### src/design/bsr_pkg.sv
// Shared types and constants for the byte stream reassembler.
`timescale 1ns / 1ps
package bsr_pkg;

   localparam int BYTE_W = 8;
   localparam int POS_W  = 32;
   localparam int END_W  = 33;
   localparam int USED_W = 7;
   localparam int PEND_W = 7;

   localparam int REQ_DATA_W = 48;
   localparam int RSP_DATA_W = 24;

   localparam logic [END_W-1:0] END_UNKNOWN = {END_W{1'b1}};
   localparam logic [END_W-1:0] POS_LIMIT   = {1'b0, {POS_W{1'b1}}};

   typedef enum logic [2:0] {
      ST_IDLE,
      ST_EVAL,
      ST_SCAN,
      ST_SETTLE,
      ST_STATUS,
      ST_READ,
      ST_LOAD
   } bsr_state_type;

   typedef struct packed {
      logic capture;
      logic eval;
      logic scan_step;
      logic settle;
      logic read;
      logic load_byte;
      logic load_status;
   } bsr_cmd_type;

   typedef struct packed {
      logic scan_hit;
      logic count_zero;
      logic remaining_one;
      logic out_free;
   } bsr_status_type;

endpackage

### src/design/bsr_controller.sv
// Sequencing state machine for the byte stream reassembler.
`timescale 1ns / 1ps
module bsr_controller (
   input  logic                    clock,
   input  logic                    reset,
   input  logic                    req_tvalid,
   output logic                    req_tready,
   input  bsr_pkg::bsr_status_type status,
   output bsr_pkg::bsr_cmd_type    cmd
);
   import bsr_pkg::*;

   bsr_state_type state_ff;
   bsr_state_type state_in;

   always_ff @(posedge clock) begin
      if (reset) begin
         state_ff <= ST_IDLE;
      end else begin
         state_ff <= state_in;
      end
   end

   always_comb begin
      state_in   = state_ff;
      cmd        = '0;
      req_tready = 1'b0;
      case (state_ff)
         ST_IDLE: begin
            req_tready = 1'b1;
            if (req_tvalid) begin
               cmd.capture = 1'b1;
               state_in    = ST_EVAL;
            end
         end
         ST_EVAL: begin
            cmd.eval = 1'b1;
            state_in = ST_SCAN;
         end
         ST_SCAN: begin
            cmd.scan_step = 1'b1;
            if (!status.scan_hit) begin
               state_in = ST_SETTLE;
            end
         end
         ST_SETTLE: begin
            cmd.settle = 1'b1;
            state_in   = status.count_zero ? ST_STATUS : ST_READ;
         end
         ST_STATUS: begin
            if (status.out_free) begin
               cmd.load_status = 1'b1;
               state_in        = ST_IDLE;
            end
         end
         ST_READ: begin
            cmd.read = 1'b1;
            state_in = ST_LOAD;
         end
         ST_LOAD: begin
            if (status.out_free) begin
               cmd.load_byte = 1'b1;
               state_in      = status.remaining_one ? ST_IDLE : ST_READ;
            end
         end
         default: begin
            state_in = ST_IDLE;
         end
      endcase
   end

endmodule

### src/design/bsr_datapath.sv
// Slot ring, stream position registers and result register.
`timescale 1ns / 1ps
module bsr_datapath #(
   parameter int CAPACITY = 64
) (
   input  logic                             clock,
   input  logic                             reset,
   input  logic [bsr_pkg::REQ_DATA_W-1:0]   req_tdata,
   input  logic                             req_tuser,
   input  logic                             req_tlast,
   input  bsr_pkg::bsr_cmd_type             cmd,
   output bsr_pkg::bsr_status_type          status,
   output logic                             rsp_tvalid,
   input  logic                             rsp_tready,
   output logic [bsr_pkg::RSP_DATA_W-1:0]   rsp_tdata,
   output logic                             rsp_tlast
);
   import bsr_pkg::*;

   localparam int IDX_W = $clog2(CAPACITY);
   localparam int CNT_W = $clog2(CAPACITY + 1);

   // captured transaction
   logic [BYTE_W-1:0] data_ff;
   logic [POS_W-1:0]  pos_ff;
   logic              present_ff;
   logic              eof_ff;
   logic [USED_W-1:0] used_ff;
   logic              in_window_ff;

   // stream state
   logic [CAPACITY-1:0] filled_ff;
   logic [POS_W-1:0]    next_ff;
   logic [IDX_W-1:0]    next_slot_ff;
   logic [END_W-1:0]    end_ff;
   logic [PEND_W-1:0]   pending_ff;
   logic                finished_ff;
   logic [IDX_W-1:0]    scan_ff;
   logic [CNT_W-1:0]    count_ff;

   logic [BYTE_W-1:0] slot_mem [CAPACITY];
   logic [BYTE_W-1:0] rd_ff;

   // result register
   logic              ovalid_ff;
   logic [BYTE_W-1:0] obyte_ff;
   logic              obit_ff;
   logic              olast_ff;
   logic              odone_ff;
   logic [PEND_W-1:0] opend_ff;

   logic [END_W-1:0]   next_ext;
   logic [END_W-1:0]   pos_ext;
   logic               in_window;
   logic [USED_W-1:0]  room;
   logic [END_W-1:0]   room_top;
   logic [END_W-1:0]   limit;
   logic [IDX_W-1:0]   offset;
   logic [IDX_W:0]     slot_sum;
   logic [IDX_W:0]     slot_wrap;
   logic               slot_ok;
   logic [IDX_W-1:0]   slot;
   logic               slot_taken;
   logic               write_ok;
   logic [END_W-1:0]   end_cand;
   logic [END_W-1:0]   next_sum;
   logic               scan_hit;
   logic               out_free;

   always_comb begin
      next_ext  = {1'b0, next_ff};
      pos_ext   = {1'b0, pos_ff};
      in_window = pos_ext < (next_ext + END_W'(CAPACITY));
      room      = (used_ff >= USED_W'(CAPACITY)) ? '0 : (USED_W'(CAPACITY) - used_ff);
      room_top  = next_ext + END_W'(room);
      limit     = (end_ff < room_top) ? end_ff : room_top;
      limit     = (limit < POS_LIMIT) ? limit : POS_LIMIT;
      offset    = IDX_W'(pos_ff - next_ff);
      slot_sum  = {1'b0, next_slot_ff} + {1'b0, offset};
      slot_wrap = (slot_sum >= (IDX_W+1)'(CAPACITY)) ? slot_sum - (IDX_W+1)'(CAPACITY)
                                                      : slot_sum;
      slot_ok   = slot_wrap < (IDX_W+1)'(CAPACITY);
      slot      = slot_wrap[IDX_W-1:0];
      slot_taken = slot_ok ? filled_ff[slot] : 1'b1;
      write_ok  = in_window && present_ff && (pos_ext >= next_ext) && (pos_ext < limit)
                  && !slot_taken;
      end_cand  = pos_ext + END_W'(present_ff);
      next_sum  = next_ext + END_W'(count_ff);
      scan_hit  = filled_ff[scan_ff] && (count_ff != CNT_W'(CAPACITY));
      out_free  = !ovalid_ff || rsp_tready;
   end

   assign status.scan_hit      = scan_hit;
   assign status.count_zero    = (count_ff == '0);
   assign status.remaining_one = (count_ff == CNT_W'(1));
   assign status.out_free      = out_free;

   always_ff @(posedge clock) begin
      if (cmd.capture) begin
         data_ff    <= req_tdata[7:0];
         pos_ff     <= req_tdata[39:8];
         used_ff    <= req_tdata[46:40];
         present_ff <= req_tuser;
         eof_ff     <= req_tlast;
      end
      if (cmd.eval) begin
         in_window_ff <= in_window;
      end
   end

   always_ff @(posedge clock) begin
      if (cmd.eval && write_ok) begin
         slot_mem[slot] <= data_ff;
      end
      if (cmd.read) begin
         rd_ff <= slot_mem[next_slot_ff];
      end
   end

   always_ff @(posedge clock) begin
      if (reset) begin
         filled_ff    <= '0;
         next_ff      <= '0;
         next_slot_ff <= '0;
         end_ff       <= END_UNKNOWN;
         pending_ff   <= '0;
         finished_ff  <= 1'b0;
         scan_ff      <= '0;
         count_ff     <= '0;
      end else begin
         if (cmd.eval) begin
            scan_ff  <= next_slot_ff;
            count_ff <= '0;
            if (in_window && eof_ff && (end_cand < end_ff)) begin
               end_ff <= end_cand;
            end
            if (write_ok) begin
               filled_ff[slot] <= 1'b1;
               pending_ff      <= pending_ff + PEND_W'(1);
            end
         end
         if (cmd.scan_step && scan_hit) begin
            count_ff <= count_ff + CNT_W'(1);
            scan_ff  <= (scan_ff == IDX_W'(CAPACITY - 1)) ? '0 : scan_ff + IDX_W'(1);
         end
         if (cmd.settle) begin
            next_ff    <= next_sum[POS_W-1:0];
            pending_ff <= pending_ff - PEND_W'(count_ff);
            if (in_window_ff && (next_sum == end_ff)) begin
               finished_ff <= 1'b1;
            end
         end
         if (cmd.load_byte) begin
            filled_ff[next_slot_ff] <= 1'b0;
            next_slot_ff <= (next_slot_ff == IDX_W'(CAPACITY - 1)) ? '0
                            : next_slot_ff + IDX_W'(1);
            count_ff     <= count_ff - CNT_W'(1);
         end
      end
   end

   always_ff @(posedge clock) begin
      if (reset) begin
         ovalid_ff <= 1'b0;
      end else if (cmd.load_byte || cmd.load_status) begin
         ovalid_ff <= 1'b1;
      end else if (rsp_tready) begin
         ovalid_ff <= 1'b0;
      end
   end

   always_ff @(posedge clock) begin
      if (cmd.load_byte || cmd.load_status) begin
         obyte_ff <= cmd.load_byte ? rd_ff : '0;
         obit_ff  <= cmd.load_byte;
         olast_ff <= cmd.load_status || (count_ff == CNT_W'(1));
         odone_ff <= finished_ff;
         opend_ff <= pending_ff;
      end
   end

   assign rsp_tvalid = ovalid_ff;
   assign rsp_tlast  = olast_ff;
   assign rsp_tdata  = {6'd0, (opend_ff == '0), opend_ff, odone_ff, obit_ff, obyte_ff};

endmodule

### src/design/byte_stream_reassembler.sv
// Top level of the byte stream reassembler.
//
// Input channel req_*: one stream byte per transaction with its absolute
// position, the number of bytes still held downstream, a byte-present flag
// on req_tuser and an end-of-stream mark on req_tlast. The byte is stored
// in a ring of CAPACITY slots when present, in the receive window, slot empty.
// Result channel rsp_*: every contiguous byte from the next expected
// position is released in order, one transaction each; a transaction that
// releases nothing returns one status result. rsp_tlast marks the final
// result of each input transaction; status fields show the state after it.
// Sequence: a transaction is accepted, its byte stored, the filled flags
// scanned (one flag per cycle) and the next position settled; then each
// released byte is read through the registered slot memory port and loaded,
// or one status result is loaded. One transaction is in work at a time.
// Reset clears all slot flags, the next position, counts and result valid;
// no clearing pass is needed. A stalled receiver holds the result register
// and the drain waits; the last result may wait while the next input
// transaction is taken.
`timescale 1ns / 1ps
module byte_stream_reassembler #(
   parameter int CAPACITY = 64
) (
   input  logic                           clock,
   input  logic                           reset,
   input  logic                           req_tvalid,
   output logic                           req_tready,
   input  logic [bsr_pkg::REQ_DATA_W-1:0] req_tdata,  // data_byte, position, output_used, zero pad
   input  logic                           req_tuser,  // byte_present
   input  logic                           req_tlast,  // ends_stream
   output logic                           rsp_tvalid,
   input  logic                           rsp_tready,
   output logic [bsr_pkg::RSP_DATA_W-1:0] rsp_tdata,  // out_byte, out_valid, stream_done,
                                                      // pending_count, none_pending, zero pad
   output logic                           rsp_tlast   // last_of_run
);
   import bsr_pkg::*;

   bsr_cmd_type    cmd;
   bsr_status_type status;

   bsr_controller u_ctrl (
      .clock      (clock),
      .reset      (reset),
      .req_tvalid (req_tvalid),
      .req_tready (req_tready),
      .status     (status),
      .cmd        (cmd)
   );

   bsr_datapath #(
      .CAPACITY (CAPACITY)
   ) u_dp (
      .clock      (clock),
      .reset      (reset),
      .req_tdata  (req_tdata),
      .req_tuser  (req_tuser),
      .req_tlast  (req_tlast),
      .cmd        (cmd),
      .status     (status),
      .rsp_tvalid (rsp_tvalid),
      .rsp_tready (rsp_tready),
      .rsp_tdata  (rsp_tdata),
      .rsp_tlast  (rsp_tlast)
   );

endmodule

### config.mk
export PLATFORM = sky130hd
export DESIGN_NAME = byte_stream_reassembler
export DESIGN_NICKNAME = d
export VERILOG_FILES = /design/src/design/bsr_pkg.sv /design/src/design/bsr_controller.sv /design/src/design/bsr_datapath.sv /design/src/design/byte_stream_reassembler.sv
export SDC_FILE = /design/constraint.sdc
export NUM_CORES = 1
export LEC_CHECK = 0
export ABC_AREA = 1
export BUFFER_PORTS_ARGS = -buffer_cell sky130_fd_sc_hd__buf_2
export CORE_AREA = 10 10 289 291
export CTS_BUF_LIST = sky130_fd_sc_hd__clkbuf_2 sky130_fd_sc_hd__clkbuf_4 sky130_fd_sc_hd__clkbuf_8
export DETAILED_ROUTE_END_ITERATION = 6
export DIE_AREA = 0 0 299 301
export PLACE_DENSITY = 0.66
export SYNTH_ARGS = -nofsm -noshare
export SYNTH_HDL_FRONTEND = slang
export SYNTH_SLANG_ARGS = --single-unit
### constraint.sdc
create_clock -name clock -period 7.9 [get_ports clock]
set_clock_uncertainty 0.15 [all_clocks]
set_input_delay 0.395 -clock clock [delete_from_list [all_inputs] [get_ports clock]]
set_output_delay 0.395 -clock clock [all_outputs]
set_load 0.01 [all_outputs]
# == Word level (Yosys, flattened, before mapping) ==
# Memory sizes are Yosys's and may differ from the RTL's. A register that Yosys moved wholly into a read port is not among the register bits.
# Index checks and enable logic that the tools add are counted.
# totals
romBits,0
ramBits,512
output_inout_bits,27
latch_bits,0
in_bits,54
mem_count,1
regBits,228
word_cells,145
# memory_table
memory,depth,word_bits,read_ports,rd_clocked_by_memory_dff,write_ports,line_no,rtl
u_dp.slot_mem,64,8,1,1,1,bsr_datapath.sv:41,logic [BYTE_W-1:0] slot_mem [CAPACITY];
# op_classes
add_sub_neg,14
n_eq_ne,15
n_bitwise,3
shifts,0
mul,0
div_mod_pow,0
n_lt_le_gt_ge,14
reduce_logical,29
mux,48
# ops
op,count
$mux 64,4
$add 32x7->33,2
$lt 32x33->1,2
$lt 33x33->1,2
$mux 33,2
$and 64x64->64,1
$not 64->64,1
$or 64x64->64,1
$mux 7,8
$add 32x1->33,1
$add 32x7->33 const B,1
$eq 33x33->1,1
$lt 33x32->1 const B,1
$ge 32x32->1,1
$mux 6,4
$lt 6x7->1 const B,3
$pmux 3 s7,1
$mux 1,20
$mux 3,5
$add 7x1->7 const B,2
$ge 7x7->1 const B,2
$logic_not 7->1,2
$add 6x1->6 const B,2
$bmux 1 s6,2
other kinds (25),52

# == Longest topological paths before layout ==
# logic_depth
depth_word,15
depth_mapped,58
ltp_nobuf,56

# == By module ==
# A second synthesis with hierarchy kept.
# unflattened
hier_cells,3993
hier_area_um2,38024.0
# modules_own_cells
mod,area_each_um2,seq_area_each_um2,cells_each,n_inst
bsr_datapath,37761.2,20799.9,3949,1
bsr_controller,262.8,60.1,44,1

# == Worst setup path after synthesis ==
# Ideal clock, no wire load.
# synth_timing
path_kind,flip-flop to flip-flop
start,register u_dp.used_ff[0]
end,memory u_dp.slot_mem[0][0] (enable)
path_stages_with_launch,50
n_path_buf,3
slack_ns,0.898
t_arrival_ns,6.482
setup_ns,0.370
synth_period_minus_slack_ns,7.002
t_required_ns,7.380
path_cell_list,edfxtp_1 -> inv_1 -> ha_1 -> nand2_1 -> nor2_1 -> inv_1 -> a21oi_1 -> nor2_1 -> ha_1 -> fa_1 -> nand2_1 -> nand2_1 -> o21ai_1 -> o21ai_2 -> nand2_1 -> xor2_1 -> inv_1 -> ha_1 -> [14 not listed] -> nand3_2 -> nand2_4 -> buf_6 -> nor2_1 -> ha_1 -> nand2_1 -> inv_1 -> o21ai_0 -> nand4_1 -> nor2_1 -> nand2_1 -> a21oi_1 -> nand2_1 -> nor2_2 -> nand3_4 -> nor2_8 -> nand4_4 -> nor2_1
# synth_between
elab_chain_cells,13
word_cells_on_any_way,14
cone_classes,add/sub: 2; order compare: 4; mux: 5; reduce/logical: 3
# synth_rtl
item,line_no,rtl
"start, declared",bsr_datapath.sv:28,logic [USED_W-1:0] used_ff;
"start signal, assigned",bsr_datapath.sv:102,used_ff <= req_tdata[46:40];
$sub 7x7->7 or $ge 7x7->1 (tied branches),bsr_datapath.sv:74,room = (used_ff >= USED_W'(CAPACITY)) ? '0 : (USED_W'(CAPACITY) - used_ff);
$mux 7 *,bsr_datapath.sv:74,
$add 32x7->33 *,bsr_datapath.sv:75,room_top = next_ext + END_W'(room);
$lt 33x33->1,bsr_datapath.sv:76,limit = (end_ff < room_top) ? end_ff : room_top;
$mux 33 *,bsr_datapath.sv:76,
$lt 33x32->1,bsr_datapath.sv:77,limit = (limit < POS_LIMIT) ? limit : POS_LIMIT;
$mux 33 *,bsr_datapath.sv:77,
$lt 32x33->1 *,bsr_datapath.sv:85,write_ok = in_window && present_ff && (pos_ext >= next_ext) && (pos_ext < limit)
$logic_and 1x1->1 *,bsr_datapath.sv:85,
$logic_and 1x1->1 *,bsr_datapath.sv:86,&& !slot_taken;
$logic_and 1x1->1 *,bsr_datapath.sv:112,if (cmd.eval && write_ok) begin
$mux 1 *,bsr_datapath.sv:112,
$mux 1 (implied by the code) *,bsr_datapath.sv:113,slot_mem[slot] <= data_ff;
"end, declared",bsr_datapath.sv:41,
# Mark *: on every way between the ends. The rest lies on a longest branch, timed or not.

# == Worst setup path in the final report ==
# layout_timing
start,register u_dp.used_ff[0]
end,memory u_dp.slot_mem[17][2] (enable)
# The elaborated chain is that of the path after synthesis.

==> out/qor.yml <==
worst_setup_path_end_kind: "register"
fin_crit_sh_pct: 98.97
viasPerCell: 5.737
cp_slowest_cell: "edfxtp_1"
grt_busiest_layer: "met2"
async_reset_ff_share_pct: 0
wl_per_cell_um: 22.09
synth_edf_count: 588
layout_min_cycle_time_ns: 7.818
cts.sinks: 748
initial_core_util_pct: 49.81
ys_seq_area_share_pct: 54.15
ir_drop_uv: 178.9
power.density_mw_per_mm2: 247.1
r2r_setup_slack_ns: 0.08
r2r_end: "u_dp.slot_mem[17][2]"
num_vias: 31690
dp_cells: 5209
netlist_top_cells_count: "828 x nand2_1, 588 x edfxtp_1, 386 x inv_1, 294 x nor2_1, 244 x a21oi_1"
die_width_um: 299
relSlewSlack_pct: 20.92
clk_latency_ns: 0.80
status: "completed"
worstSetupStartpointType: "register"
hold_path.class: "input port to register"
synth-seq-cells: 748
die_y_um: 301
synth_top_area_share_pct: 45.84
grt_use_met2_pct: 41.21
rsz0062_at_grt: "true"
synth_ff_type: "edfxtp_1"
drv_slew: 0
synthCells: 3994
setup-violations-final: 0
grt_pass1_wl_um: 178400
io_pins: 81
grtUsageMet1_pct: 34.12
instances_no_fill: 5524
reg2reg_from: "u_dp.used_ff[0]"
track_usage_pct: 25.74
n_fill_cell: 6557
hold_violations: 0
netlist.top_cell.by_area: "edfxtp_1"
wl_um: 122100
dr.first_iter.drc_count: 3413
grt_pass1_vias: 29440
dieArea_mm2: 0.09000
h-tree-depth: 3
whs_path_depth: 2
hold_start: "reset"
cp_max_fo: 8
row_count: 102
path_class: "register to register"
drive_above_1_share_pct: 20.41
clockBufferDepth: 3
core_area_mm2: 0.07734
synth.most_common_cell: "nand2_1"
grt_util_met3_pct: 4.908
arrival_ns: 8.13
p_leak_nw: 17.85
cp_slowest_stage_delay_ns: 0.43
port_buffers: 73
tritoncts: "done"
clk_pin_slew_ns: 0.06
hold_end: "u_dp.count_ff[5]"
fmax_mhz: 127.9
grt_max_degree: 77
syn-cell-area_mm2: 0.03852
area_growth_pct: 21.19
ys_types: 64
antenna_found_initial: 4
cts_made_buffers: 120
worstMarginPinSlew_ns: 1.182
drt_first_pass_iters: 6
final_nets: 4632
avgSynthCellArea_um2: 9.645
cts_root_buf: "clkbuf_8"
required_ns: 8.22
drtAntennaViolNets: 0
reg2reg_depth: 53
yosys_warnings: 0
routabilityCongestion: 0.9671
synth_area_leaders: "edfxtp_1 46%, dfxtp_1 8.3%, nand2_1 8.1%, ha_1 6.1%, inv_1 3.8%"
max_cap_violations: 0
grt_overflow: 0
drc_errors: 0
place_hpwl_um: 82400
final_util_pct: 60.36
[where the power goes]
| group | switching, mW | total (mW) | internal (mW) | leakage (nW) |
|---|---|---|---|---|
| combinational | 2.29 | 3.40 | 1.11 | 9.98 |
| clock | 1.59 | 3.33 | 1.74 | 1.27 |
| sequential | 0.246 | 4.81 | 4.56 | 6.61 |
[per-layer routing]
layer  routed length (µm)  share of wire (%)
met4                 5085                4.2
met2                56280                 46
met5                    0                  0
met1                49850                 41
met3                10840                8.9
[layout make-up]
type	instances	area, µm²	area share, %
clock inverters	51	334.1	0.7156
diodes	2	5.005	0.01072
multi-input cells	2682	16840	36.07
inverters	410	1559	3.339
well taps	1040	1301	2.787
flip-flops and latches	748	20860	44.68
repair buffers	424	3750	8.032
clock buffers	167	2036	4.361
[what timing repair did]
item                                    4_1_cts  5_1_grt
gates resized for setup                      21      431
setup buffers                                 1       37
hold buffers                                 51        0
pin swaps                                     2      119
hold endpoints to repair                     53        0
cloned                                        0        7
endpoints found under the setup margin      542      583
[state kept, by name, summed over array words and instances (netlist names)]
register,flops
u_dp.used_ff,7
u_dp.rd_ff,8
u_dp.rsp_tlast,1
u_dp.next_slot_ff,6
u_dp.filled_ff,64
u_dp.count_ff,7
u_dp.in_window_ff,1
u_dp.obyte_ff,8
u_dp.present_ff,1
u_dp.finished_ff,1
u_dp.opend_ff,7
u_dp.odone_ff,1
u_dp.rsp_tvalid,1
u_dp.data_ff,8
u_ctrl.state_ff,3
u_dp.scan_ff,6
u_dp.end_ff,33
u_dp.slot_mem,512
u_dp.pending_ff,7
u_dp.pos_ff,32
u_dp.eof_ff,1
u_dp.next_ff,32
u_dp.obit_ff,1
[critical path: cells and delay by family, from the launching register on]
family	cells	cell delay, ns
adders and majority gates	3	0.65
DFF	1	0.43
and+or+nand+nor	28	3.20
buffers and inverters	13	1.78
xor gates and xnor gates	1	0.17
AOI/OAI and AO/OA	8	1.09
[layout by cell type, fill, tap and decap left out, types with 42 or more instances in the layout]
master         instances
nor2_4                74
edfxtp_1             588
ha_1                 162
buf_2                 73
clkbuf_4              42
clkbuf_8             125
nand4_1              176
nand3_1              210
buf_6                 79
dfxtp_1              160
a21oi_1              225
nand2_1              769
buf_4                195
o21ai_0              205
dlygate4sd3_1         51
nand2_2               56
a22o_1                51
xor2_1                85
nor2_1               203
a221oi_1              58
inv_1                376
a22oi_1               78
[worst max path at each step]
stage	from	end	slack, ns	cells after the start
after floorplan	u_dp.used_ff[0]	u_dp.slot_mem[0][0]	0.90	49
after global placement	u_dp.used_ff[2]	u_dp.slot_mem[27][0]	-0.19	54
after detailed placement	u_dp.used_ff[2]	u_dp.slot_mem[11][4]	-0.32	51
after CTS	u_dp.used_ff[0]	u_dp.slot_mem[12][0]	0.002	56
after global routing	u_dp.used_ff[0]	u_dp.slot_mem[42][3]	-0.33	53
final	u_dp.used_ff[0]	u_dp.slot_mem[17][2]	0.08	53
[per-stage QoR]
step	power (mW)	cell area (µm²)	TNS (ns)	setup slack, ns	hold slack, ns
floorplan	6.625	38540	0	0.8982	0.2582
global placement	7.759	41470	-59.34	-0.1949	0.2697
detailed placement	7.807	41470	-113.40	-0.3197	0.2733
CTS	11.14	44440	0	0.002033	0.09344
global route	12.07	46680	-132.41	-0.3301	0.1274
finish	11.54	46680	0	0.08167	0.1496
[kinds of logic (layout without fill, tap and decap cells)]
kind of cell	count (synthesis)	count (layout)	synth area share [%]
and+or+nand+nor	1656	1657	19.58
DFF	748	748	54.15
AOI/OAI and AO/OA	715	715	11.21
buffers and inverters	570	1052	6.100
adders and majority gates	192	192	6.334
xor gates and xnor gates	111	111	2.592
other	1	8	0.009735
muxes	1	1	0.02599
Note: power is estimated with default switching activity, not from simulation.
